<file path="config.mk">
export PLATFORM = sky130hd
export DESIGN_NAME = joystick_grid_cursor_flat
export DESIGN_NICKNAME = d
export VERILOG_FILES = /design/src/design/jgc_pkg.sv /design/src/design/jgc_in_if.sv /design/src/design/jgc_out_if.sv /design/src/design/jgc_axis.sv /design/src/design/joystick_grid_cursor.sv /design/src/flat_wrapper.sv
export SDC_FILE = /design/constraint.sdc
export NUM_CORES = 1
export LEC_CHECK = 0
export ABC_AREA = 1
export BUFFER_PORTS_ARGS = -buffer_cell sky130_fd_sc_hd__buf_2
export CORE_MARGIN = 3
export CORE_UTILIZATION = 50
export DETAILED_ROUTE_END_ITERATION = 8
export PLACE_DENSITY = 0.68
export SETUP_SLACK_MARGIN = 0.3
export SLEW_MARGIN = 15
export SYNTH_ARGS = -nofsm -noshare
export SYNTH_HDL_FRONTEND = slang
export SYNTH_SLANG_ARGS = --single-unit
</file>
<file path="constraint.sdc">
create_clock -name clk_i -period 10.45 [get_ports clk_i]
set_clock_uncertainty 0.05 [all_clocks]
set_input_delay 1.045 -clock clk_i [delete_from_list [all_inputs] [get_ports clk_i]]
set_output_delay 1.045 -clock clk_i [all_outputs]
set_load 0.05 [all_outputs]
</file>
<file path="src/design/jgc_pkg.sv">
// ----------------------------------------------------------------------------
// jgc_pkg
// Shared types, widths and defaults for the joystick grid cursor.
// ----------------------------------------------------------------------------
`default_nettype none

package jgc_pkg;

  localparam int DISP_W     = 12;
  localparam int SET_W      = 8;
  localparam int CELL_W     = 4;
  localparam int DZ_W       = 12;
  localparam int GAIN_W     = 16;
  localparam int GAIN_FRAC  = 24;
  localparam int APB_ADDR_W = 3;
  localparam int APB_DATA_W = 32;

  localparam int GRID_ROWS_DEF = 16;
  localparam int GRID_COLS_DEF = 16;
  localparam int MAX_DISP_DEF  = 2048;
  localparam int FRAC_BITS_DEF = 16;

  localparam logic [GAIN_W-1:0] STEP_GAIN_RST = GAIN_W'(1229);

  typedef enum logic {
    MODE_TICK,
    MODE_SET
  } jgc_mode_e;

  typedef enum logic {
    REG_DEAD_ZONE,
    REG_STEP_GAIN
  } jgc_reg_e;

  typedef struct packed {
    logic set;    // load a whole-cell location
    logic still;  // both axes inside the dead zone
    logic first;  // first tick outside the dead zone
    logic over;   // this axis reaches the dead zone
  } jgc_axis_ctl_t;

endpackage

`default_nettype wire

</file>
<file path="src/design/jgc_in_if.sv">
// ----------------------------------------------------------------------------
// jgc_in_if
// Input channel: tick or set transaction.
// ----------------------------------------------------------------------------
`default_nettype none

interface jgc_in_if import jgc_pkg::*; ();
  logic                     valid;
  logic                     ready;
  logic                     mode;
  logic signed [DISP_W-1:0] disp_x;
  logic signed [DISP_W-1:0] disp_y;
  logic signed [SET_W-1:0]  set_row;
  logic signed [SET_W-1:0]  set_col;

  modport source (output valid, mode, disp_x, disp_y, set_row, set_col, input ready);
  modport sink   (input valid, mode, disp_x, disp_y, set_row, set_col, output ready);
endinterface

`default_nettype wire

</file>
<file path="src/design/jgc_out_if.sv">
// ----------------------------------------------------------------------------
// jgc_out_if
// Result channel: rounded cursor cell and moving flag.
// ----------------------------------------------------------------------------
`default_nettype none

interface jgc_out_if import jgc_pkg::*; ();
  logic              valid;
  logic              ready;
  logic [CELL_W-1:0] cell_row;
  logic [CELL_W-1:0] cell_col;
  logic              moving;

  modport source (output valid, cell_row, cell_col, moving, input ready);
  modport sink   (input valid, cell_row, cell_col, moving, output ready);
endinterface

`default_nettype wire

</file>
<file path="src/design/jgc_axis.sv">
// ----------------------------------------------------------------------------
// jgc_axis
// Next fixed-point position of one cursor axis: set, snap or move, then clip.
// ----------------------------------------------------------------------------
`default_nettype none

module jgc_axis import jgc_pkg::*; #(
  parameter int GRID      = GRID_ROWS_DEF,
  parameter int FRAC_BITS = FRAC_BITS_DEF,
  parameter int POS_W     = $clog2(GRID_ROWS_DEF) + FRAC_BITS_DEF
) (
  input  jgc_axis_ctl_t            ctl_i,
  input  logic [POS_W-1:0]         pos_i,
  input  logic signed [DISP_W-1:0] disp_i,
  input  logic [GAIN_W-1:0]        gain_i,
  input  logic signed [SET_W-1:0]  set_i,
  output logic [POS_W-1:0]         pos_o
);

  localparam int SHIFT  = GAIN_FRAC - FRAC_BITS;
  localparam int PROD_W = DISP_W + GAIN_W + 1;
  localparam int SUM_W  = ((POS_W > PROD_W) ? POS_W : PROD_W) + 2;

  localparam logic [PROD_W-1:0] RND     = PROD_W'((2 ** SHIFT) / 2);
  localparam logic [POS_W-1:0]  HALF    = POS_W'(1) << (FRAC_BITS - 1);
  localparam logic [SUM_W-1:0]  POS_MAX = SUM_W'(GRID - 1) << FRAC_BITS;
  localparam logic [SET_W-1:0]  SET_MAX = SET_W'(GRID - 1);

  logic signed [PROD_W-1:0] prod;
  logic signed [PROD_W-1:0] prod_rnd;
  logic signed [PROD_W-1:0] step;
  logic signed [SUM_W-1:0]  delta;
  logic signed [SUM_W-1:0]  sum;
  logic [POS_W-1:0]         clipped;
  logic [POS_W:0]           snap_sum;
  logic [POS_W-1:0]         snapped;
  logic [SET_W-1:0]         set_clip;
  logic [POS_W-1:0]         set_pos;

  // gain product rounded half up to FRAC_BITS fraction bits
  assign prod     = $signed(PROD_W'(disp_i)) * $signed(PROD_W'({1'b0, gain_i}));
  assign prod_rnd = prod + $signed(RND);
  assign step     = prod_rnd >>> SHIFT;

  always_comb begin
    if (ctl_i.first) begin
      if (!ctl_i.over) begin
        delta = '0;
      end else if (disp_i[DISP_W-1]) begin
        delta = -$signed(SUM_W'(HALF));
      end else begin
        delta = $signed(SUM_W'(HALF));
      end
    end else begin
      delta = SUM_W'(step);
    end
  end

  assign sum = $signed(SUM_W'(pos_i)) + delta;

  always_comb begin
    if (sum[SUM_W-1]) begin
      clipped = '0;
    end else if ($unsigned(sum) > POS_MAX) begin
      clipped = POS_W'(POS_MAX);
    end else begin
      clipped = POS_W'($unsigned(sum));
    end
  end

  assign snap_sum = (POS_W + 1)'(pos_i) + (POS_W + 1)'(HALF);
  assign snapped  = POS_W'((snap_sum >> FRAC_BITS) << FRAC_BITS);

  always_comb begin
    if (set_i[SET_W-1]) begin
      set_clip = '0;
    end else if ($unsigned(set_i) > SET_MAX) begin
      set_clip = SET_MAX;
    end else begin
      set_clip = $unsigned(set_i);
    end
  end

  assign set_pos = POS_W'(set_clip) << FRAC_BITS;

  always_comb begin
    if (ctl_i.set) begin
      pos_o = set_pos;
    end else if (ctl_i.still) begin
      pos_o = snapped;
    end else begin
      pos_o = clipped;
    end
  end

endmodule

`default_nettype wire

</file>
<file path="src/design/joystick_grid_cursor.sv">
// ----------------------------------------------------------------------------
// joystick_grid_cursor
// Joystick-driven cursor on a grid with dead zone, snap and gain stepping.
// ----------------------------------------------------------------------------
// The block takes one transaction per clock cycle while its result is not
// stalled and returns one result for each: an input register captures the
// transaction, and the per-axis update (one 12x16 multiply, add and clip)
// runs from it into the result register and the position state. A
// stalled result holds the pipeline; the input register keeps accepting until
// it is full. Registers: dead_zone at byte address 0, step_gain at byte 4.
// Reset places the cursor at the grid center, not moving.
// ----------------------------------------------------------------------------
`default_nettype none

module joystick_grid_cursor import jgc_pkg::*; #(
  parameter int GRID_ROWS = GRID_ROWS_DEF,
  parameter int GRID_COLS = GRID_COLS_DEF,
  parameter int MAX_DISP  = MAX_DISP_DEF,
  parameter int FRAC_BITS = FRAC_BITS_DEF
) (
  input  logic                  clk_i,
  input  logic                  rst_ni,
  jgc_in_if.sink                in_i,
  jgc_out_if.source             out_o,
  input  logic                  psel,
  input  logic                  penable,
  input  logic                  pwrite,
  input  logic [APB_ADDR_W-1:0] paddr,
  input  logic [APB_DATA_W-1:0] pwdata,
  output logic [APB_DATA_W-1:0] prdata,
  output logic                  pready
);

  localparam int ROW_W    = $clog2(GRID_ROWS) + FRAC_BITS;
  localparam int COL_W    = $clog2(GRID_COLS) + FRAC_BITS;
  localparam int ROW_SW   = ((ROW_W + 1) > (FRAC_BITS + CELL_W)) ? ROW_W + 1
                                                                  : FRAC_BITS + CELL_W;
  localparam int COL_SW   = ((COL_W + 1) > (FRAC_BITS + CELL_W)) ? COL_W + 1
                                                                  : FRAC_BITS + CELL_W;
  localparam int DZ_RAW   = 3 * MAX_DISP / 4;
  localparam int DZ_CAP   = (2 ** DZ_W) - 1;
  localparam logic [DZ_W-1:0]  DEAD_ZONE_RST = DZ_W'((DZ_RAW > DZ_CAP) ? DZ_CAP : DZ_RAW);
  localparam logic [ROW_W-1:0] ROW_RST  = ROW_W'(GRID_ROWS / 2) << FRAC_BITS;
  localparam logic [COL_W-1:0] COL_RST  = COL_W'(GRID_COLS / 2) << FRAC_BITS;
  localparam logic [ROW_W-1:0] ROW_MAX  = ROW_W'(GRID_ROWS - 1) << FRAC_BITS;
  localparam logic [COL_W-1:0] COL_MAX  = COL_W'(GRID_COLS - 1) << FRAC_BITS;

  // configuration
  logic [DZ_W-1:0]   dead_zone_q;
  logic [GAIN_W-1:0] step_gain_q;
  logic              cfg_wr;
  jgc_reg_e          cfg_reg;

  assign pready  = 1'b1;
  assign cfg_wr  = psel && penable && pwrite && pready;
  assign cfg_reg = jgc_reg_e'(paddr[2]);

  always_ff @(posedge clk_i or negedge rst_ni) begin
    if (!rst_ni) begin
      dead_zone_q <= DEAD_ZONE_RST;
      step_gain_q <= STEP_GAIN_RST;
    end else if (cfg_wr) begin
      case (cfg_reg)
        REG_DEAD_ZONE: dead_zone_q <= pwdata[DZ_W-1:0];
        REG_STEP_GAIN: step_gain_q <= pwdata[GAIN_W-1:0];
        default: ;
      endcase
    end
  end

  always_comb begin
    case (cfg_reg)
      REG_DEAD_ZONE: prdata = APB_DATA_W'(dead_zone_q);
      REG_STEP_GAIN: prdata = APB_DATA_W'(step_gain_q);
      default:       prdata = '0;
    endcase
  end

  // input register
  logic                     s1_valid_q;
  jgc_mode_e                s1_mode_q;
  logic signed [DISP_W-1:0] s1_disp_x_q;
  logic signed [DISP_W-1:0] s1_disp_y_q;
  logic signed [SET_W-1:0]  s1_set_row_q;
  logic signed [SET_W-1:0]  s1_set_col_q;
  logic                     advance;
  logic                     in_take;

  logic              res_valid_q;
  logic [CELL_W-1:0] res_row_q;
  logic [CELL_W-1:0] res_col_q;
  logic              res_moving_q;

  assign advance    = s1_valid_q && (!res_valid_q || out_o.ready);
  assign in_i.ready = !s1_valid_q || advance;
  assign in_take    = in_i.valid && in_i.ready;

  always_ff @(posedge clk_i or negedge rst_ni) begin
    if (!rst_ni) begin
      s1_valid_q <= 1'b0;
    end else if (in_i.ready) begin
      s1_valid_q <= in_i.valid;
    end
  end

  always_ff @(posedge clk_i) begin
    if (in_take) begin
      s1_mode_q    <= jgc_mode_e'(in_i.mode);
      s1_disp_x_q  <= in_i.disp_x;
      s1_disp_y_q  <= in_i.disp_y;
      s1_set_row_q <= in_i.set_row;
      s1_set_col_q <= in_i.set_col;
    end
  end

  // update
  logic [ROW_W-1:0]  row_pos_q, row_pos_d;
  logic [COL_W-1:0]  col_pos_q, col_pos_d;
  logic              was_moving_q, was_moving_d;
  logic [DISP_W-1:0] mag_x, mag_y;
  logic              over_x, over_y, is_set, still, moving_d;
  jgc_axis_ctl_t     row_ctl, col_ctl;
  logic [ROW_SW-1:0] row_rnd;
  logic [COL_SW-1:0] col_rnd;

  assign mag_x  = s1_disp_x_q[DISP_W-1] ? DISP_W'(-s1_disp_x_q) : s1_disp_x_q;
  assign mag_y  = s1_disp_y_q[DISP_W-1] ? DISP_W'(-s1_disp_y_q) : s1_disp_y_q;
  assign over_x = mag_x >= dead_zone_q;
  assign over_y = mag_y >= dead_zone_q;
  assign is_set = s1_mode_q == MODE_SET;
  assign still  = !over_x && !over_y;

  assign moving_d     = !is_set && !still;
  assign was_moving_d = is_set ? was_moving_q : !still;

  assign row_ctl = '{set: is_set, still: still, first: !was_moving_q, over: over_y};
  assign col_ctl = '{set: is_set, still: still, first: !was_moving_q, over: over_x};

  jgc_axis #(
    .GRID      (GRID_ROWS),
    .FRAC_BITS (FRAC_BITS),
    .POS_W     (ROW_W)
  ) u_row (
    .ctl_i  (row_ctl),
    .pos_i  (row_pos_q),
    .disp_i (s1_disp_y_q),
    .gain_i (step_gain_q),
    .set_i  (s1_set_row_q),
    .pos_o  (row_pos_d)
  );

  jgc_axis #(
    .GRID      (GRID_COLS),
    .FRAC_BITS (FRAC_BITS),
    .POS_W     (COL_W)
  ) u_col (
    .ctl_i  (col_ctl),
    .pos_i  (col_pos_q),
    .disp_i (s1_disp_x_q),
    .gain_i (step_gain_q),
    .set_i  (s1_set_col_q),
    .pos_o  (col_pos_d)
  );

  assign row_rnd = ROW_SW'(row_pos_d) + (ROW_SW'(1) << (FRAC_BITS - 1));
  assign col_rnd = COL_SW'(col_pos_d) + (COL_SW'(1) << (FRAC_BITS - 1));

  always_ff @(posedge clk_i or negedge rst_ni) begin
    if (!rst_ni) begin
      row_pos_q    <= ROW_RST;
      col_pos_q    <= COL_RST;
      was_moving_q <= 1'b0;
      res_valid_q  <= 1'b0;
    end else begin
      if (advance) begin
        row_pos_q    <= row_pos_d;
        col_pos_q    <= col_pos_d;
        was_moving_q <= was_moving_d;
        res_valid_q  <= 1'b1;
      end else if (out_o.ready) begin
        res_valid_q  <= 1'b0;
      end
    end
  end

  always_ff @(posedge clk_i) begin
    if (advance) begin
      res_row_q    <= row_rnd[FRAC_BITS +: CELL_W];
      res_col_q    <= col_rnd[FRAC_BITS +: CELL_W];
      res_moving_q <= moving_d;
    end
  end

  assign out_o.valid    = res_valid_q;
  assign out_o.cell_row = res_row_q;
  assign out_o.cell_col = res_col_q;
  assign out_o.moving   = res_moving_q;

  // checks
  a_row_in_grid: assert property (@(posedge clk_i) disable iff (!rst_ni)
    row_pos_q <= ROW_MAX)
    else $error("row position beyond grid");

  a_col_in_grid: assert property (@(posedge clk_i) disable iff (!rst_ni)
    col_pos_q <= COL_MAX)
    else $error("column position beyond grid");

  a_set_not_moving: assert property (@(posedge clk_i) disable iff (!rst_ni)
    (advance && is_set) |=> (!res_moving_q && $stable(was_moving_q)))
    else $error("set transaction changed motion state");

  a_snap_whole: assert property (@(posedge clk_i) disable iff (!rst_ni)
    (advance && !is_set && still) |=>
      (row_pos_q[FRAC_BITS-1:0] == '0 && col_pos_q[FRAC_BITS-1:0] == '0 && !was_moving_q))
    else $error("still tick left a fractional position");

  a_rose_moving: assert property (@(posedge clk_i) disable iff (!rst_ni)
    $rose(was_moving_q) |-> (res_valid_q && res_moving_q))
    else $error("motion state set without a moving result");

endmodule

`default_nettype wire
</file>
<file path="src/flat_wrapper.sv">
// flat-port wrapper written by rule: the top's interface ports become plain ports
module joystick_grid_cursor_flat import jgc_pkg::*;
#(
  parameter int GRID_ROWS = GRID_ROWS_DEF,
  parameter int GRID_COLS = GRID_COLS_DEF,
  parameter int MAX_DISP  = MAX_DISP_DEF,
  parameter int FRAC_BITS = FRAC_BITS_DEF
)
  (clk_i, rst_ni, psel, penable, pwrite, paddr, pwdata, prdata, pready, in_i_valid, in_i_mode, in_i_disp_x, in_i_disp_y, in_i_set_row, in_i_set_col, in_i_ready, out_o_valid, out_o_cell_row, out_o_cell_col, out_o_moving, out_o_ready);
  jgc_in_if in_i_i ();
  jgc_out_if out_o_i ();
  input  logic clk_i;
  input  logic rst_ni;
  input  logic psel;
  input  logic penable;
  input  logic pwrite;
  input  logic [APB_ADDR_W-1:0] paddr;
  input  logic [APB_DATA_W-1:0] pwdata;
  output logic [APB_DATA_W-1:0] prdata;
  output logic pready;
  input wire logic [$bits(in_i_i.valid)-1:0] in_i_valid;
  input wire logic [$bits(in_i_i.mode)-1:0] in_i_mode;
  input wire logic [$bits(in_i_i.disp_x)-1:0] in_i_disp_x;
  input wire logic [$bits(in_i_i.disp_y)-1:0] in_i_disp_y;
  input wire logic [$bits(in_i_i.set_row)-1:0] in_i_set_row;
  input wire logic [$bits(in_i_i.set_col)-1:0] in_i_set_col;
  output wire logic [$bits(in_i_i.ready)-1:0] in_i_ready;
  output wire logic [$bits(out_o_i.valid)-1:0] out_o_valid;
  output wire logic [$bits(out_o_i.cell_row)-1:0] out_o_cell_row;
  output wire logic [$bits(out_o_i.cell_col)-1:0] out_o_cell_col;
  output wire logic [$bits(out_o_i.moving)-1:0] out_o_moving;
  input wire logic [$bits(out_o_i.ready)-1:0] out_o_ready;
  assign in_i_i.valid = in_i_valid;
  assign in_i_i.mode = in_i_mode;
  assign in_i_i.disp_x = in_i_disp_x;
  assign in_i_i.disp_y = in_i_disp_y;
  assign in_i_i.set_row = in_i_set_row;
  assign in_i_i.set_col = in_i_set_col;
  assign in_i_ready = in_i_i.ready;
  assign out_o_valid = out_o_i.valid;
  assign out_o_cell_row = out_o_i.cell_row;
  assign out_o_cell_col = out_o_i.cell_col;
  assign out_o_moving = out_o_i.moving;
  assign out_o_i.ready = out_o_ready;
  joystick_grid_cursor #(.GRID_ROWS(GRID_ROWS), .GRID_COLS(GRID_COLS), .MAX_DISP(MAX_DISP), .FRAC_BITS(FRAC_BITS)) u_core (.clk_i(clk_i), .rst_ni(rst_ni), .in_i(in_i_i), .out_o(out_o_i), .psel(psel), .penable(penable), .pwrite(pwrite), .paddr(paddr), .pwdata(pwdata), .prdata(prdata), .pready(pready));
endmodule
</file>
==> reports/metrics.cfg, run 1 <==
[cells_and_area]
drive_gt1_frac=0.0765
synthToLayoutAreaGrowth_pct=6.92
multi_input_area_sq_um=15400
num_antenna_cells=0
fill_cells=3988
seq_area_sq_um=3290
fin_nets=3498

[sta]
post-route-min-period_ps=8920
slew_headroom=0.264
rsz0062_at_grt=false
drv_slew=0
tns_ps=0
tightest_slew_ps=1100
period_share=0.853
hold_violations=0
finalSetupViolCount=0
hold_ws_ps=440
max_freq_ghz=0.112

[setup_path]
endpoint_kind=flop
crit_arrival_ps=9060
r2r_setup_slack_ps=1530
path_buf_inv=7
slowest_delay_ps=750
r2r_end=u_core.out_o.cell_col[3]
worstSetupPathType=flop to flop
reg2reg_from=u_core.step_gain_q[5]
start_kind=flop
crit_required_ps=10590
reg2reg_depth=47
cp_top_family=adder cells
cpMostUsedCell=nand2_1
slowest_stage=dfrtp_1
cp_max_fo=15

[floorplanning]
core_area_sq_um=42200
die_h_um=214
rows=75
dieArea_sq_um=45600
die_w_um=214
start_util=0.510
io_pins=127

[synthesis]
yosys.area.top_type=fa_1
yosys-top-cells-area=fa_1 26%, nand2_1 14%, ha_1 13%
synth_top_area_frac=0.262
yosysMostFrequentCell=nand2_1
yosysSeqAreaShare=0.153
synthArstFlopShare=0.587
synth_cells=2875
synth_edf_count=50
synth-main-ff-cell=dfrtp_1
yosysWarningCount=0
synth_area_sq_um=21500
syn_area_per_cell_sq_um=7.49
ys_ff_latch=121
synth_commonest_cells=809 x nand2_1, 629 x inv_1, 282 x fa_1, 230 x ha_1, 160 x nor2_1
synth.distinct_cells=58

[clock_network]
clockBufferDepth=2
cts_tree=done
insertion_delay_ps=430
cts.htree.levels=4
cts_inserted_buffers=17
postCtsHoldBufs=0
path_clk_slew_ps=60
cts_setup_buffers=0
cts_sinks=121
clock-root-buffer=clkbuf_16
cts_resized=0

[route]
wl_um=56200
vias=18300
wire_per_inst_um=16.3
viasPerCell=5.29
drc=0
first_iter_violations=1451
ant_nets=0
first_pass_iters=6

[global_routing]
grt_overflow=0
grt_usage=0.260
antenna_found_initial=0
grt_max_degree=51
grt_pass1_wl_um=93800
grt_pass1_vias=18800

[placed_design]
io_buffers=91
place_congestion=0.948
dp_hpwl_um=44800

[hold_path]
hold_depth=2
hold_start=u_core.dead_zone_q[5]
min-delay-path-class=flop to flop
holdPathEnd=u_core.dead_zone_q[5]

[flow_run]
drv_cap=0

[outcome]
status=finished, final reports clean

-- layout by cell type (no fill, tap or decap), drive strengths merged, types with 7 or more instances in the layout --
master and n:
nand2 819, inv 633, fa 282, ha 230
nor2 172, o21ai 140, buf 120, a21oi 110
dfrtp 61, nand3 61, edfxtp 50, xor2 43
nor3 30, conb 17, clkbuf 17, nand4 14
xnor2 14, clkinv 11, dfstp 10, nor4 9
nand3b 9, a21o 7, a31oi 7
-- logic make-up after synthesis --
group / Yosys count / synth area share
adders and majority gates: 512 / 0.396
AOI/OAI and AO/OA: 298 / 0.0792
other: 2 / 0.000349
xor gates and xnor gates: 57 / 0.0232
and+or+nand+nor: 1122 / 0.212
muxes: 2 / 0.00105
DFF: 121 / 0.153
buffers and inverters: 761 / 0.136
-- layer usage --
metal / routed length, um / track usage
met4: 1560 / 0.0918
met3: 4030 / 0.0366
met2: 25800 / 0.423
met1: 24800 / 0.359
met5: 0 / 0
-- sequential cells by signal, indices dropped and copies added, names as in the netlist, 4 cells and up --
name	count
u_core.out_o.cell_row	4
u_core.step_gain_q	16
u_core.out_o.cell_col	4
u_core.s1_set_row_q	8
u_core.s1_disp_y_q	12
u_core.row_pos_q	20
u_core.col_pos_q	20
u_core.s1_disp_x_q	12
u_core.dead_zone_q	12
u_core.s1_set_col_q	8
-- metrics by stage --
stage                     utilization  setup WS, ps  std cells  instance area (sq um)
after floorplan                     -          2860       2890                  21600
after global placement          0.531          1910       3423                  22400
after detailed placement        0.531          1680       3423                  22400
after CTS                       0.546          1650       3455                  23000
after global routing            0.546           897       3455                  23000
final                           0.546          1530       3455                  23000
-- how the worst max path moves through the flow --
stage / to / start / slack (ps) / cells past startpoint
3_5_place_dp: u_core.out_o.cell_col[3] / u_core.step_gain_q[8] / 1680 / 42
3_3_place_gp: u_core.out_o.cell_col[3] / u_core.step_gain_q[8] / 1910 / 42
6_report: u_core.out_o.cell_col[3] / u_core.step_gain_q[5] / 1530 / 47
2_1_floorplan: u_core.out_o.cell_col[3] / u_core.step_gain_q[6] / 2860 / 48
4_1_cts: u_core.out_o.cell_col[3] / u_core.step_gain_q[8] / 1650 / 42
5_1_grt: u_core.out_o.cell_row[3] / u_core.s1_disp_y_q[3] / 900 / 46
-- worst reg2reg max path: cells and delay by family (launching register included) --
kind                     cells  cell delay [ps]
adder cells (fa/ha/maj)      8             3470
AND/OR/NAND/NOR             26             2380
AO/OA/AOI/OAI                6             1310
flip-flops                   1              750
buffers and inverters        7              730
-- layout make-up --
type | instances | area share
clock buffer | 17 | 0.0185
inverter | 635 | 0.104
clock inverter | 15 | 0.00858
timing repair buffer | 120 | 0.0293
tap | 539 | 0.0293
multi-input combinational | 2008 | 0.668
sequential | 121 | 0.143
Power of run 1 is left out: the tool's default activity adds up to more than one toggle a clock period on the data nets, which glitch-free logic cannot reach.
==> inputs of run 2 (changes only) <==
==> constraint.sdc (replaced) <==
create_clock -name clk_i -period 10.45 [get_ports clk_i]
set_clock_uncertainty 0.05 [all_clocks]
set_input_delay 2.09 -clock clk_i [delete_from_list [all_inputs] [get_ports clk_i]]
set_output_delay 2.09 -clock clk_i [all_outputs]
set_load 0.05 [all_outputs]
==> run 2 against run 1 <==
  * Global-route usage increased by 0.15 points
  * Clock-buffer cell count unchanged
  * First-iteration DRC count decreased by 11%
  * Sequential cell count unchanged
  * Via count increased by 0.31%
  * Cell count unchanged
  * Critical path depth decreased by 5
  * Cell area decreased by 0.21%
  * Hold slack got worse by 3.5 ps
  * Die area unchanged
  * Maximum frequency decreased by 0.80%
  * Wire length increased by 0.80%
==> reports/metrics.cfg, run 2 (same netlist as run 1, synthesis figures left out) <==
[outcome]
status=finished, final reports clean

[route]
wire_per_inst_um=16.4
vias=18300
wl_um=56700
first_pass_iters=7
first_iter_violations=1287
ant_nets=0
drc=0
viasPerCell=5.31

[sta]
max_freq_ghz=0.111
hold_violations=0
slew_headroom=0.244
post-route-min-period_ps=8990
period_share=0.860
finalSetupViolCount=0
tns_ps=0
drv_slew=0
rsz0062_at_grt=false
tightest_slew_ps=1130

[global_routing]
grt_pass1_wl_um=94300
grt_usage=0.262
antenna_found_initial=0
grt_max_degree=50
grt_overflow=0
grt_pass1_vias=18800

[placed_design]
io_buffers=91
place_congestion=0.952
dp_hpwl_um=45200

[floorplanning]
core_area_sq_um=42200
die_w_um=214
dieArea_sq_um=45600
io_pins=127
die_h_um=214
start_util=0.510
rows=75

[setup_path]
endpoint_kind=flop
reg2reg_from=u_core.step_gain_q[8]
slowest_stage=dfrtp_1
start_kind=flop
worstSetupPathType=flop to flop
worstSetupStartpoint=u_core.step_gain_q[8]
r2r_end=u_core.out_o.cell_col[3]
crit_arrival_ps=9120
crit_required_ps=10580
reg2reg_depth=42
cpMostUsedCell=nand2_1
slowest_delay_ps=1090
r2r_setup_slack_ps=1460
cp_max_fo=25

[clock_network]
path_clk_slew_ps=60
cts_sinks=121
clockBufferDepth=2
insertion_delay_ps=440
cts_inserted_buffers=17
cts_setup_buffers=0
cts_resized=0
clock-root-buffer=clkbuf_16
postCtsHoldBufs=0
cts.htree.levels=4
cts_tree=done

[cells_and_area]
num_antenna_cells=0
drive_gt1_frac=0.0765
fill_cells=4098
synthToLayoutAreaGrowth_pct=6.70
final_common_cell=nand2_1
reg_top3=u_core.col_pos_q: 20 flops, u_core.row_pos_q: 20 flops, u_core.step_gain_q: 16 flops
final_cell_mix=809 x nand2_1, 628 x inv_1, 282 x fa_1
fin_nets=3498

[flow_run]
drv_cap=0

[hold_path]
min-delay-path-class=flop to flop
hold_depth=2
hold_start=u_core.dead_zone_q[3]
holdPathEnd=u_core.dead_zone_q[3]

## run 2: per-layer routing
layer / part of all wire / routed length [um] / GRT usage / vias to the layer above
met1: 0.45 / 25300 / 0.364 / 8895
met2: 0.45 / 25700 / 0.424 / 635
met5: 0 / 0 / 0 / -
li1: - / - / - / 8725
met3: 0.074 / 4170 / 0.0435 / 83
met4: 0.025 / 1430 / 0.0802 / 0
## run 2: through the flow
step | utilization | worst slack, ps | instances | instance area [sq um] | hold WS, ps
6_report | 0.544 | 1460 | 3455 | 23000 | 436
5_1_grt | 0.544 | 783 | 3455 | 23000 | 456
4_1_cts | 0.544 | 1590 | 3455 | 23000 | 437
3_5_place_dp | 0.531 | 1630 | 3423 | 22400 | 423
3_3_place_gp | 0.531 | 1810 | 3423 | 22400 | 418
2_1_floorplan | - | 2860 | 2890 | 21600 | 403
## run 2: worst max path at each step
stage                                to  cells after the start
3_3_place_gp   u_core.out_o.cell_col[3]                     42
4_1_cts        u_core.out_o.cell_col[3]                     42
6_report       u_core.out_o.cell_col[3]                     42
2_1_floorplan  u_core.out_o.cell_col[3]                     48
5_1_grt        u_core.out_o.cell_row[3]                     49
3_5_place_dp   u_core.out_o.cell_col[3]                     42
## run 2: critical path, delay by kind of cell (launching register included)
kind	cells	cell delay, ps
AOI/OAI and AO/OA	6	1340
adders and majority gates	8	3590
buffers and inverters	3	210
DFF	1	1090
and+or+nand+nor	25	2450
## run 2: cell type report
class	instances	area, sq um	share of cell area
well taps	539	674	0.0293
clock inverters	15	150	0.00653
repair buffers	120	676	0.0294
inverters	635	2390	0.104
clock buffers	17	425	0.0185
multi-input cells	2008	15400	0.669
flip-flops and latches	121	3290	0.143
Power of run 2 is left out for the same reason.
